## src/mtpm_pkg.sv

```systemverilog
package mtpm_pkg;

  localparam int CLK_W   = 28;   // bus clock register width
  localparam int MVOL_W  = 7;    // master volume register width
  localparam int REQ_W   = 2;
  localparam int CHAN_W  = 3;
  localparam int FREQ_W  = 16;
  localparam int LEVEL_W = 8;
  localparam int PSC_W   = 16;
  localparam int CMP_W   = 10;
  localparam int CFG_IDX_W = 1;

  // Serial divider width: covers the bus clock and the duty numerator.
  localparam int DIV_W = CLK_W;

  localparam int FREQ_LIMIT = 20000;
  localparam int PWM_PERIOD = 1000;
  localparam int PSC_MAX    = 65535;

  localparam logic [CFG_IDX_W-1:0] REG_BUS_CLOCK  = 1'd0;
  localparam logic [CFG_IDX_W-1:0] REG_MASTER_VOL = 1'd1;

  localparam logic [CLK_W-1:0]  BUS_CLOCK_RESET  = 28'd42000000;
  localparam logic [MVOL_W-1:0] MASTER_VOL_RESET = 7'd100;

  typedef enum logic [REQ_W-1:0] {
    REQ_PLAY     = 2'd0,
    REQ_STOP     = 2'd1,
    REQ_STOP_ALL = 2'd2,
    REQ_SET_VOL  = 2'd3
  } req_t;

  typedef enum logic [3:0] {
    ST_IDLE,
    ST_SCAN,
    ST_EVAL,
    ST_MUL,
    ST_PSC_GO,
    ST_PSC_WAIT,
    ST_DUTY_GO,
    ST_DUTY_WAIT,
    ST_FINISH
  } state_t;

endpackage

```

## src/mtpm_sdiv.sv

```systemverilog
// Restoring divider, one quotient bit per cycle.
module mtpm_sdiv (
  input  logic                          clk,
  input  logic                          rst,
  input  logic                          start,
  input  logic [mtpm_pkg::DIV_W-1:0]    dividend,
  input  logic [mtpm_pkg::DIV_W-1:0]    divisor,
  output logic                          done,
  output logic [mtpm_pkg::DIV_W-1:0]    quotient
);

  localparam int W   = mtpm_pkg::DIV_W;
  localparam int CNT_W = $clog2(W + 1);

  logic [W-1:0]     rem;
  logic [W-1:0]     quo;
  logic [W-1:0]     den;
  logic [CNT_W-1:0] cnt;
  logic             busy;
  logic [W:0]       trial;

  assign trial    = {rem, quo[W-1]} - {1'b0, den};
  assign quotient = quo;

  always_ff @(posedge clk) begin
    if (rst) begin
      busy <= 1'b0;
      done <= 1'b0;
      cnt  <= '0;
    end else begin
      done <= 1'b0;
      if (start) begin
        busy <= 1'b1;
        cnt  <= CNT_W'(W);
      end else if (busy) begin
        cnt <= cnt - 1'b1;
        if (cnt == CNT_W'(1)) begin
          busy <= 1'b0;
          done <= 1'b1;
        end
      end
    end
  end

  always_ff @(posedge clk) begin
    if (start) begin
      quo <= dividend;
      den <= divisor;
      rem <= '0;
    end else if (busy) begin
      // shift in the next dividend bit, subtract when it fits
      if (!trial[W]) begin
        rem <= trial[W-1:0];
        quo <= {quo[W-2:0], 1'b1};
      end else begin
        rem <= {rem[W-2:0], quo[W-1]};
        quo <= {quo[W-2:0], 1'b0};
      end
    end
  end

endmodule

```

## src/multichannel_tone_pwm_mixer_unit.sv

```systemverilog
// Tone mixer for a PWM timer with a fixed period of 1000 counts. Each request
// plays a note on one channel, stops one channel, stops all channels or sets
// one channel's volume; every request returns exactly one result. After the
// table update the block scans the channels one per cycle for the active
// channel with the highest frequency (lowest index on a tie), then derives
// the timer prescaler (bus_clock_hz / (f * 1000) - 1, clamped to 1..65535)
// and the duty compare value (vol * master_volume * 1000 / VOLUME_MAX^2) with
// one bit-serial 28-bit divider, used once for each. A sounding tone goes
// through the scan, the multiply and both divider passes before its result,
// a silent outcome ends after the scan, and a request with an out-of-range
// channel skips the scan. One request is worked on at a time; the next is
// taken while the previous result still waits in the output register.
// Configuration writes are registered; the user must make them between
// requests for use from the next request on, which the block does not enforce.
module multichannel_tone_pwm_mixer_unit #(
  parameter int NUM_CHANNELS = 4,
  parameter int VOLUME_MAX   = 100
) (
  input  logic                               clk,
  input  logic                               rst,
  // request channel
  input  logic                               s_axis_tvalid,
  output logic                               s_axis_tready,
  // chan[2:0], tone_freq[18:3], level[26:19], zero fill above
  input  logic [31:0]                        s_axis_tdata,
  // req_type[1:0]
  input  logic [mtpm_pkg::REQ_W-1:0]         s_axis_tuser,
  // result channel
  output logic                               m_axis_tvalid,
  input  logic                               m_axis_tready,
  // tone_on[0], prescaler[16:1], compare[26:17], zero fill above
  output logic [31:0]                        m_axis_tdata,
  // ignored[0]
  output logic                               m_axis_tuser,
  // configuration write port
  input  logic                               cfg_we,
  input  logic [mtpm_pkg::CFG_IDX_W-1:0]     cfg_index,
  input  logic [mtpm_pkg::CLK_W-1:0]         cfg_data
);

  localparam int VOL_W    = $clog2(VOLUME_MAX + 1);
  localparam int CH_IDX_W = (NUM_CHANNELS > 1) ? $clog2(NUM_CHANNELS) : 1;
  localparam int VM_SQ    = VOLUME_MAX * VOLUME_MAX;
  localparam int W        = mtpm_pkg::DIV_W;

  // configuration registers
  logic [mtpm_pkg::CLK_W-1:0]  bus_clock_hz;
  logic [mtpm_pkg::MVOL_W-1:0] master_volume;

  // channel table
  logic [mtpm_pkg::FREQ_W-1:0] chan_freq   [NUM_CHANNELS];
  logic [VOL_W-1:0]            chan_level  [NUM_CHANNELS];
  logic                        chan_active [NUM_CHANNELS];

  // held timer settings
  logic [mtpm_pkg::PSC_W-1:0]  held_prescaler;
  logic                        held_on;
  logic [mtpm_pkg::CMP_W-1:0]  held_compare;

  // work registers
  mtpm_pkg::state_t            state, state_next;
  logic [CH_IDX_W-1:0]         scan_idx;
  logic [mtpm_pkg::FREQ_W-1:0] best_f;
  logic [VOL_W-1:0]            best_v;
  logic [W-1:0]                psc_den;
  logic [2*VOL_W-1:0]          vol_prod;
  logic [W-1:0]                duty_num;
  logic                        ign_flag;

  // output register
  logic                        out_on;
  logic [mtpm_pkg::PSC_W-1:0]  out_psc;
  logic [mtpm_pkg::CMP_W-1:0]  out_cmp;
  logic                        out_ign;

  // request fields
  mtpm_pkg::req_t               in_req;
  logic [mtpm_pkg::CHAN_W-1:0]  in_chan;
  logic [mtpm_pkg::FREQ_W-1:0]  in_freq;
  logic [mtpm_pkg::LEVEL_W-1:0] in_level;
  logic                         in_fire;
  logic                         in_range;
  logic [CH_IDX_W-1:0]          wr_idx;
  logic [VOL_W-1:0]             in_level_c;
  logic [VOL_W-1:0]             mvol_c;
  logic                         tone_ok;

  // divider hookup
  logic         div_start;
  logic [W-1:0] div_dividend;
  logic [W-1:0] div_divisor;
  logic         div_done;
  logic [W-1:0] div_quo;
  logic [mtpm_pkg::PSC_W-1:0] psc_from_quo;
  logic [mtpm_pkg::CMP_W-1:0] cmp_from_quo;
  logic         out_load;

  assign in_req   = mtpm_pkg::req_t'(s_axis_tuser);
  assign in_chan  = s_axis_tdata[2:0];
  assign in_freq  = s_axis_tdata[18:3];
  assign in_level = s_axis_tdata[26:19];

  assign s_axis_tready = (state == mtpm_pkg::ST_IDLE);
  assign in_fire       = s_axis_tvalid && s_axis_tready;
  assign in_range      = ({1'b0, in_chan} < 4'(NUM_CHANNELS));
  assign wr_idx        = CH_IDX_W'(in_chan);

  // clamp volumes to VOLUME_MAX
  assign in_level_c = ({1'b0, in_level} > 9'(VOLUME_MAX)) ? VOL_W'(VOLUME_MAX)
                                                          : VOL_W'(in_level);
  assign mvol_c = ({1'b0, master_volume} > 8'(VOLUME_MAX)) ? VOL_W'(VOLUME_MAX)
                                                           : VOL_W'(master_volume);

  assign tone_ok = (best_f != '0) &&
                   ({1'b0, best_f} < 17'(mtpm_pkg::FREQ_LIMIT));

  // prescaler = quotient - 1 with wrap, then clamp to 1..PSC_MAX
  always_comb begin
    if (div_quo == '0) begin
      psc_from_quo = mtpm_pkg::PSC_W'(mtpm_pkg::PSC_MAX);
    end else if (div_quo > W'(mtpm_pkg::PSC_MAX + 1)) begin
      psc_from_quo = mtpm_pkg::PSC_W'(mtpm_pkg::PSC_MAX);
    end else if (div_quo <= W'(2)) begin
      psc_from_quo = mtpm_pkg::PSC_W'(1);
    end else begin
      psc_from_quo = mtpm_pkg::PSC_W'(div_quo - W'(1));
    end
  end

  assign cmp_from_quo = (div_quo > W'(mtpm_pkg::PWM_PERIOD))
                        ? mtpm_pkg::CMP_W'(mtpm_pkg::PWM_PERIOD)
                        : div_quo[mtpm_pkg::CMP_W-1:0];

  assign div_start    = (state == mtpm_pkg::ST_PSC_GO) || (state == mtpm_pkg::ST_DUTY_GO);
  assign div_dividend = (state == mtpm_pkg::ST_PSC_GO) ? W'(bus_clock_hz) : duty_num;
  assign div_divisor  = (state == mtpm_pkg::ST_PSC_GO) ? psc_den : W'(VM_SQ);

  mtpm_sdiv u_sdiv (
    .clk      (clk),
    .rst      (rst),
    .start    (div_start),
    .dividend (div_dividend),
    .divisor  (div_divisor),
    .done     (div_done),
    .quotient (div_quo)
  );

  // state register
  always_ff @(posedge clk) begin
    if (rst) begin
      state <= mtpm_pkg::ST_IDLE;
    end else begin
      state <= state_next;
    end
  end

  // next state and output load
  always_comb begin
    state_next = state;
    out_load   = 1'b0;
    case (state)
      mtpm_pkg::ST_IDLE: begin
        if (in_fire) begin
          if (in_req != mtpm_pkg::REQ_STOP_ALL && !in_range) begin
            state_next = mtpm_pkg::ST_FINISH;
          end else begin
            state_next = mtpm_pkg::ST_SCAN;
          end
        end
      end
      mtpm_pkg::ST_SCAN: begin
        if (scan_idx == CH_IDX_W'(NUM_CHANNELS - 1)) begin
          state_next = mtpm_pkg::ST_EVAL;
        end
      end
      mtpm_pkg::ST_EVAL: begin
        state_next = tone_ok ? mtpm_pkg::ST_MUL : mtpm_pkg::ST_FINISH;
      end
      mtpm_pkg::ST_MUL:     state_next = mtpm_pkg::ST_PSC_GO;
      mtpm_pkg::ST_PSC_GO:  state_next = mtpm_pkg::ST_PSC_WAIT;
      mtpm_pkg::ST_PSC_WAIT: begin
        if (div_done) begin
          state_next = mtpm_pkg::ST_DUTY_GO;
        end
      end
      mtpm_pkg::ST_DUTY_GO: state_next = mtpm_pkg::ST_DUTY_WAIT;
      mtpm_pkg::ST_DUTY_WAIT: begin
        if (div_done) begin
          state_next = mtpm_pkg::ST_FINISH;
        end
      end
      mtpm_pkg::ST_FINISH: begin
        // hold the result until the output register is free
        if (!m_axis_tvalid || m_axis_tready) begin
          out_load   = 1'b1;
          state_next = mtpm_pkg::ST_IDLE;
        end
      end
      default: state_next = mtpm_pkg::ST_IDLE;
    endcase
  end

  // configuration registers
  always_ff @(posedge clk) begin
    if (rst) begin
      bus_clock_hz  <= mtpm_pkg::BUS_CLOCK_RESET;
      master_volume <= mtpm_pkg::MASTER_VOL_RESET;
    end else if (cfg_we) begin
      case (cfg_index)
        mtpm_pkg::REG_BUS_CLOCK:  bus_clock_hz  <= cfg_data;
        mtpm_pkg::REG_MASTER_VOL: master_volume <= cfg_data[mtpm_pkg::MVOL_W-1:0];
        default: ;
      endcase
    end
  end

  // channel table update on an accepted request
  always_ff @(posedge clk) begin
    if (rst) begin
      for (int k = 0; k < NUM_CHANNELS; k++) begin
        chan_freq[k]   <= '0;
        chan_level[k]  <= '0;
        chan_active[k] <= 1'b0;
      end
    end else if (in_fire) begin
      case (in_req)
        mtpm_pkg::REQ_STOP_ALL: begin
          for (int k = 0; k < NUM_CHANNELS; k++) begin
            chan_freq[k]   <= '0;
            chan_level[k]  <= '0;
            chan_active[k] <= 1'b0;
          end
        end
        mtpm_pkg::REQ_PLAY: begin
          if (in_range) begin
            chan_freq[wr_idx]   <= in_freq;
            chan_level[wr_idx]  <= in_level_c;
            chan_active[wr_idx] <= (in_freq != '0);
          end
        end
        mtpm_pkg::REQ_STOP: begin
          if (in_range) begin
            chan_freq[wr_idx]   <= '0;
            chan_level[wr_idx]  <= '0;
            chan_active[wr_idx] <= 1'b0;
          end
        end
        mtpm_pkg::REQ_SET_VOL: begin
          if (in_range) begin
            chan_level[wr_idx] <= in_level_c;
          end
        end
        default: ;
      endcase
    end
  end

  // held timer settings
  always_ff @(posedge clk) begin
    if (rst) begin
      held_prescaler <= '0;
      held_on        <= 1'b0;
      held_compare   <= '0;
    end else begin
      if (state == mtpm_pkg::ST_EVAL && !tone_ok) begin
        // silence: keep the prescaler, drop the compare
        held_on      <= 1'b0;
        held_compare <= '0;
      end
      if (state == mtpm_pkg::ST_PSC_WAIT && div_done) begin
        held_prescaler <= psc_from_quo;
      end
      if (state == mtpm_pkg::ST_DUTY_WAIT && div_done) begin
        held_compare <= cmp_from_quo;
        held_on      <= 1'b1;
      end
    end
  end

  // scan and arithmetic work registers
  always_ff @(posedge clk) begin
    if (in_fire) begin
      scan_idx <= '0;
      best_f   <= '0;
      best_v   <= '0;
      ign_flag <= (in_req != mtpm_pkg::REQ_STOP_ALL) && !in_range;
    end else if (state == mtpm_pkg::ST_SCAN) begin
      // strict compare keeps the lowest index on a tie
      if (chan_active[scan_idx] && chan_freq[scan_idx] > best_f) begin
        best_f <= chan_freq[scan_idx];
        best_v <= chan_level[scan_idx];
      end
      scan_idx <= scan_idx + 1'b1;
    end
    if (state == mtpm_pkg::ST_MUL) begin
      psc_den  <= W'(best_f) * W'(mtpm_pkg::PWM_PERIOD);
      vol_prod <= (2*VOL_W)'(best_v) * (2*VOL_W)'(mvol_c);
    end
    if (state == mtpm_pkg::ST_PSC_GO) begin
      duty_num <= W'(vol_prod) * W'(mtpm_pkg::PWM_PERIOD);
    end
  end

  // output register
  always_ff @(posedge clk) begin
    if (rst) begin
      m_axis_tvalid <= 1'b0;
    end else if (out_load) begin
      m_axis_tvalid <= 1'b1;
    end else if (m_axis_tready) begin
      m_axis_tvalid <= 1'b0;
    end
  end

  always_ff @(posedge clk) begin
    if (out_load) begin
      out_on  <= held_on;
      out_psc <= held_prescaler;
      out_cmp <= held_compare;
      out_ign <= ign_flag;
    end
  end

  assign m_axis_tdata = {5'd0, out_cmp, out_psc, out_on};
  assign m_axis_tuser = out_ign;

endmodule

```

## config.mk

```make
export PLATFORM = sky130hd
export DESIGN_NAME = multichannel_tone_pwm_mixer_unit
export DESIGN_NICKNAME = d
export VERILOG_FILES = /design/src/mtpm_pkg.sv /design/src/mtpm_sdiv.sv /design/src/multichannel_tone_pwm_mixer_unit.sv
export SDC_FILE = /design/constraint.sdc
export NUM_CORES = 1
export LEC_CHECK = 0
export BUFFER_PORTS_ARGS = -buffer_cell sky130_fd_sc_hd__buf_2
export CORE_MARGIN = 10
export CORE_UTILIZATION = 50
export DETAILED_ROUTE_END_ITERATION = 8
export PLACE_DENSITY = 0.77
export SLEW_MARGIN = 25
export SYNTH_ARGS = -nofsm -noshare
export SYNTH_HDL_FRONTEND = slang
export SYNTH_HIERARCHICAL = 1
export SYNTH_SLANG_ARGS = --single-unit
```

## constraint.sdc

```tcl
create_clock -name clk -period 5.4 [get_ports clk]
set_input_delay 0.54 -clock clk [delete_from_list [all_inputs] [get_ports clk]]
set_output_delay 0.54 -clock clk [all_outputs]
set_load 0.02 [all_outputs]
```

After elaboration in Yosys (flattened, before gate mapping)
Memory sizes are Yosys's and may differ from the RTL's. A register that Yosys moved wholly into a read port is not among the register bits.
Cells that the tools add are included.
W data, S select, Z words.
- register bits: 258
- RAM bits: 96
- bits of input ports: 68
- output and inout bits: 35
- memories kept: 3
- memories (memory ; depth ; bits a word ; rd ports ; clocked after Yosys merged registers in ; wr ports ; RTL line ; source):
    chan_freq ; 4 ; 16 ; 1 ; 1 ; 4 ; multichannel_tone_pwm_mixer_unit.sv:51 ; logic [mtpm_pkg::FREQ_W-1:0] chan_freq [NUM_CHANNELS];
    chan_level ; 4 ; 7 ; 1 ; 1 ; 4 ; multichannel_tone_pwm_mixer_unit.sv:52 ; logic [VOL_W-1:0] chan_level [NUM_CHANNELS];
    chan_active ; 4 ; 1 ; 1 ; 1 ; 4 ; multichannel_tone_pwm_mixer_unit.sv:53 ; logic chan_active [NUM_CHANNELS];
- add/subtract/negate cells: 4
- $mul: 3
- order comparisons: 8
- equal/unequal tests: 19
- muxes and demuxes: 81
- bitwise gates (word level): 18
- reductions and logical operators: 29
- operators by type and width (operator ; number):
    $mux W16 ; 9
    $mux W28 ; 4
    $mux W7 ; 9
    $mux W1 ; 39
    $pmux W4 S9 ; 1
    $reduce_bool A16 Y1 ; 2
    $mux W10 ; 3
    $sub A29 B26 Y29 ; 1
    $gt A28 B10 Y1 const B ; 1
    $gt A28 B17 Y1 const B ; 1
    $le A28 B2 Y1 const B ; 1
    $logic_not A28 Y1 ; 1
    $mux W4 ; 7
    $mul A16 B7 Y23 const B ; 1
    $mul A14 B7 Y21 const B ; 1
    $eq A4 B3 Y1 const B ; 4
    $gt A16 B16 Y1 ; 1
    $lt A16 B15 Y1 const B ; 1
    $or A1 B1 Y1 ; 16
    $reduce_or A16 Y1 ; 1
    $sub A16 B1 Y16 const B ; 1
    $mul A7 B7 Y14 ; 1
    $mux W2 ; 7
    $mux W5 ; 2
    26 further kinds ; 47

Longest topological paths before layout
- word-level depth: 10
- depth in mapped cells: 19

Hierarchy
The synthesis kept the hierarchy.
- by module, submodules not included (module ; instances ; cells an instance ; area each (um^2) ; seq. area each (um^2)):
    multichannel_tone_pwm_mixer_unit ; 1 ; 1667 ; 18220.0 ; 7377.1
    mtpm_sdiv ; 1 ; 511 ; 5310.1 ; 2382.3

Worst setup path after synthesis
OpenSTA, ideal clock, no wires.
- path type: reg-to-reg
- from: register master_volume[6] (netlist name)
- to: register vol_prod[11], data pin
- setup time: 265 ps
- arrival time: 4586 ps
- required time: 5135 ps
- path slack: 549 ps
- cell stages (with the launch flop): 20
- buffers on the path: 1
- path through: dfxtp_1 -> clkbuf_1 -> nand2_1 -> a21oi_1 -> or2_2 -> and2_1 -> fa_1 -> inv_1 -> fa_1 -> inv_1 -> fa_1 -> inv_1 -> fa_1 -> inv_1 -> ha_1 -> o21a_1 -> a2111oi_0 -> or2_2 -> o21ai_0 -> xor2_1
- word-level cells in the longest chain between the ends: 3
- RTL lines (element ; RTL line ; source):
    from (decl) ; multichannel_tone_pwm_mixer_unit.sv:48 ; logic [mtpm_pkg::MVOL_W-1:0] master_volume;
    from (signal assigned) ; multichannel_tone_pwm_mixer_unit.sv:207 ; master_volume <= mtpm_pkg::MASTER_VOL_RESET;
    from (signal assigned) ; multichannel_tone_pwm_mixer_unit.sv:211 ; mtpm_pkg::REG_MASTER_VOL: master_volume <= cfg_data[mtpm_pkg::MVOL_W-1:0];
    $gt A7 B7 Y1 ; multichannel_tone_pwm_mixer_unit.sv:111 ; assign mvol_c = ({1'b0, master_volume} > 8'(VOLUME_MAX)) ? VOL_W'(VOLUME_MAX)
    $mux W7 * ; multichannel_tone_pwm_mixer_unit.sv:111 ;
    $mul A7 B7 Y14 * ; multichannel_tone_pwm_mixer_unit.sv:297 ; vol_prod <= (2*VOL_W)'(best_v) * (2*VOL_W)'(mvol_c);
    to (signal assigned) ; multichannel_tone_pwm_mixer_unit.sv:297 ;
    to (decl) ; multichannel_tone_pwm_mixer_unit.sv:66 ; logic [2*VOL_W-1:0] vol_prod;
Mark *: on every way between the ends. The rest lies on a longest branch, timed or not.
A chain may end at the register's enable or synchronous reset.

Final worst setup path
- from: register master_volume[1] (netlist name)
- to: register vol_prod[11], data pin
The elaborated chain is that of the path after synthesis.

==> impl_metrics.json <==
{
  "grt.total_usage_pct": 17.16,
  "drt_first_pass_iters": 8,
  "h-tree-depth": 2,
  "ys_warn_count": 6,
  "clk_pin_slew_ns": 0.06,
  "min_to": "bus_clock_hz[10]",
  "status": "finished, final reports clean",
  "yosys_register_bits": 368,
  "power.total_w": 0.009233,
  "post_cts_buffers": 0,
  "coreArea_um2": 46560,
  "die_x_um": 236.9,
  "critPathLaunchType": "register",
  "place_congestion": 0.8877,
  "fin_crit_sh_pct": 94.57,
  "antenna_found_initial": 0,
  "cts_num_sinks": 368,
  "fmax_mhz": 195.8,
  "syn_inst": 2178,
  "route.detailed.drc": 0,
  "post-dp-hpwl_um": 35470,
  "slew_viol_final": 0,
  "arrival_ns": 5.41,
  "root_buffer": "clkbuf_16",
  "overflow": 0,
  "antenna_left": 0,
  "dieHeight_um": 236.9,
  "port_buffers": 92,
  "cap_violations": 0,
  "r2r_start": "master_volume[1]",
  "dpl.cell_count": 2825,
  "muxShareOfSynthArea_pct": 6.673,
  "drive_gt1_share_pct": 13.08,
  "setup_ws_ns": 0.2933,
  "final_cells": 2900,
  "seq_area_frac_synth_pct": 41.48,
  "clockBufferDepth": 3,
  "cp_max_fo": 7,
  "path_class": "register to register",
  "worstReg2RegEnd": "vol_prod[11]",
  "synth_top_family_by_area": "adder cells",
  "holdWs_ns": 0.2171,
  "io_pins": 103,
  "ys.flop_type": "edfxtp_1",
  "period_minus_slack_ns": 5.107,
  "p_leak_nw": 11.05,
  "vias_per_cell": 5.553,
  "grt_max_degree": 82,
  "die_area_um2": 56140,
  "setup_violations": 0,
  "relSlewSlack_pct": 37.76,
  "ys_top_cells_by_area": "edfxtp_1 (31%), dfxtp_1 (11%), fa_1 (11%)",
  "rrSetupSlack_ns": 0.29,
  "powerDensity_nw_per_um2": 356.0,
  "syn_area_um2": 23530,
  "yosysUniqueCellTypes": 92,
  "cts_buffers": 40,
  "synth_top_area_share_pct": 30.50,
  "r2r_cells": 18,
  "vias": 16103,
  "drt_wl_total_um": 48020,
  "wl_per_cell_um": 16.56,
  "n_antenna_cell": 0,
  "multi_input_area_um2": 12680,
  "final_nets": 2649,
  "cts_hold_buffers": 0,
  "synth_fa_ha_area_share_pct": 20.90,
  "min_path_type": "input pin to register",
  "ff_latch_area_um2": 9761,
  "tritoncts": "done",
  "synth_top_cell_by_area": "edfxtp_1",
  "hp-start": "cfg_data[10]",
  "irDropWorstVdd_uv": 276.5,
  "synth_xor_area_share_pct": 3.238,
  "clk_latency_ns": 0.56,
  "cp.required_ns": 5.70,
  "rows": 79,
  "synth_simple_gate_area_share_pct": 13.27,
  "final_hold_viol_count": 0,
  "hold_depth": 3,
  "fin_tns_setup_ns": 0,
  "area_growth_pct": 10.21,
  "clock_skew_ns": 0.02365,
  "fill_cells": 3832,
  "place_ws_ns": 0.2608,
  "ys_async_sr_fraction_pct": 0,
  "crit_path_end_kind": "register",
  "avgSynthCellArea_um2": 10.80,
  "worst_pin_slew_ns": 0.9326,
  "grt_pass1_vias": 16495,
  "rsz0062_at_grt": "no",
  "grt_pass1_wl_um": 81610,
  "drt_iter0_markers": 1222,
  "synth_edf_count": 239,
  "synth_compound_area_share_pct": 9.481,
  "start_util_pct": 50.54
}
-- synth_stat cells (44+ instances only) --
cell and number:
xnor2_1 54, nand2_1 212, clkbuf_1 44, ha_1 193, inv_1 210, and2_1 55, nor2_1 206, o21ai_0 66
a21oi_1 119, fa_1 125, mux2_2 65, dfxtp_1 129, edfxtp_1 239
-- registers in the layout, summed over array words and instances (netlist names), 21 cells and up, named ones only --
register         flops
bus_clock_hz        28
u_sdiv/rem          28
chan_freq           64
duty_num            21
psc_den             23
u_sdiv/den          28
chan_level          28
u_sdiv/quotient     28
-- timing repair --
item | CTS | global route
endpoints found under the hold margin | 0 | 0
gates resized for setup | 0 | 1
endpoints found under the setup margin | 0 | 2
-- worst max-delay path by stage --
stage	slack (ns)	end	cells past startpoint	start
6_report	0.29	vol_prod[11]	18	master_volume[1]
5_1_grt	0.04	vol_prod[11]	18	master_volume[0]
4_1_cts	0.23	vol_prod[11]	18	master_volume[0]
3_5_place_dp	0.26	vol_prod[11]	18	master_volume[0]
3_3_place_gp	0.30	vol_prod[11]	18	master_volume[0]
2_1_floorplan	0.55	vol_prod[11]	19	master_volume[6]
-- where the power goes --
part	switching, W	total [W]	internal (W)
sequential	0.000256	0.00354	0.00329
combinational	0.00168	0.00295	0.00128
clock	0.00113	0.00274	0.00161
-- critical path, stage by stage (launching register included) --
cell and delay [ns]:
dfxtp_1 0.33, o21ai_0 0.15, a21oi_1 0.13, or2_2 0.36
and2_1 0.20, fa_1 0.51, inv_1 0.05, fa_1 0.48
inv_1 0.06, fa_1 0.53, inv_1 0.05, fa_1 0.52
inv_1 0.04, ha_1 0.33, o21a_1 0.14, a2111oi_1 0.51
or2_2 0.22, o21ai_0 0.10, xor2_1 0.16
-- cells in the final DEF, fill, tap and decap left out, types with 18 or more instances in the layout --
| cell | instances |
|---|---|
| a211oi_1 | 24 |
| a21o_1 | 18 |
| a21oi_1 | 119 |
| and2_1 | 55 |
| and3_1 | 24 |
| buf_2 | 92 |
| clkbuf_16 | 44 |
| dfxtp_1 | 128 |
| edfxtp_1 | 239 |
| fa_1 | 125 |
| ha_1 | 193 |
| inv_1 | 209 |
| mux2_2 | 65 |
| mux2i_1 | 32 |
| mux4_2 | 23 |
| nand2_1 | 212 |
| nand3_1 | 39 |
| nor2_1 | 203 |
| nor3_1 | 24 |
| o21ai_0 | 66 |
| xnor2_1 | 54 |
| xor2_1 | 33 |
-- routing by layer --
layer | vias up | track usage, % | routed length [um]
li1 | 7756 | - | -
met1 | 7862 | 22.08 | 20880
met2 | 407 | 28.77 | 23230
met3 | 78 | 3.230 | 2793
met4 | 0 | 5.231 | 1118
met5 | - | 0 | 0
-- area by class of cell --
class                           count  area share (%)
Clock buffer                       57           4.511
Multi-Input combinational cell   1533           48.89
Timing Repair Buffer              109           2.470
Tap cell                          607           2.929
Sequential cell                   368           37.64
Inverter                          211           3.054
Clock inverter                     15          0.5114
-- stage by stage --
step,instance area [um^2],utilization (%)
finish,25930,55.70
global route,25930,55.70
floorplan,23560,-
detailed placement,24550,52.74
CTS,25860,55.54
global placement,24550,52.72
-- logic make-up after synthesis --
kind of cell,count (synthesis)
adders and majority gates,318
and+or+nand+nor,659
other,1
buffers and inverters,286
DFF,368
AOI/OAI and AO/OA,339
xor gates and xnor gates,87
muxes,120
Note: power is estimated with default switching activity, not from simulation.
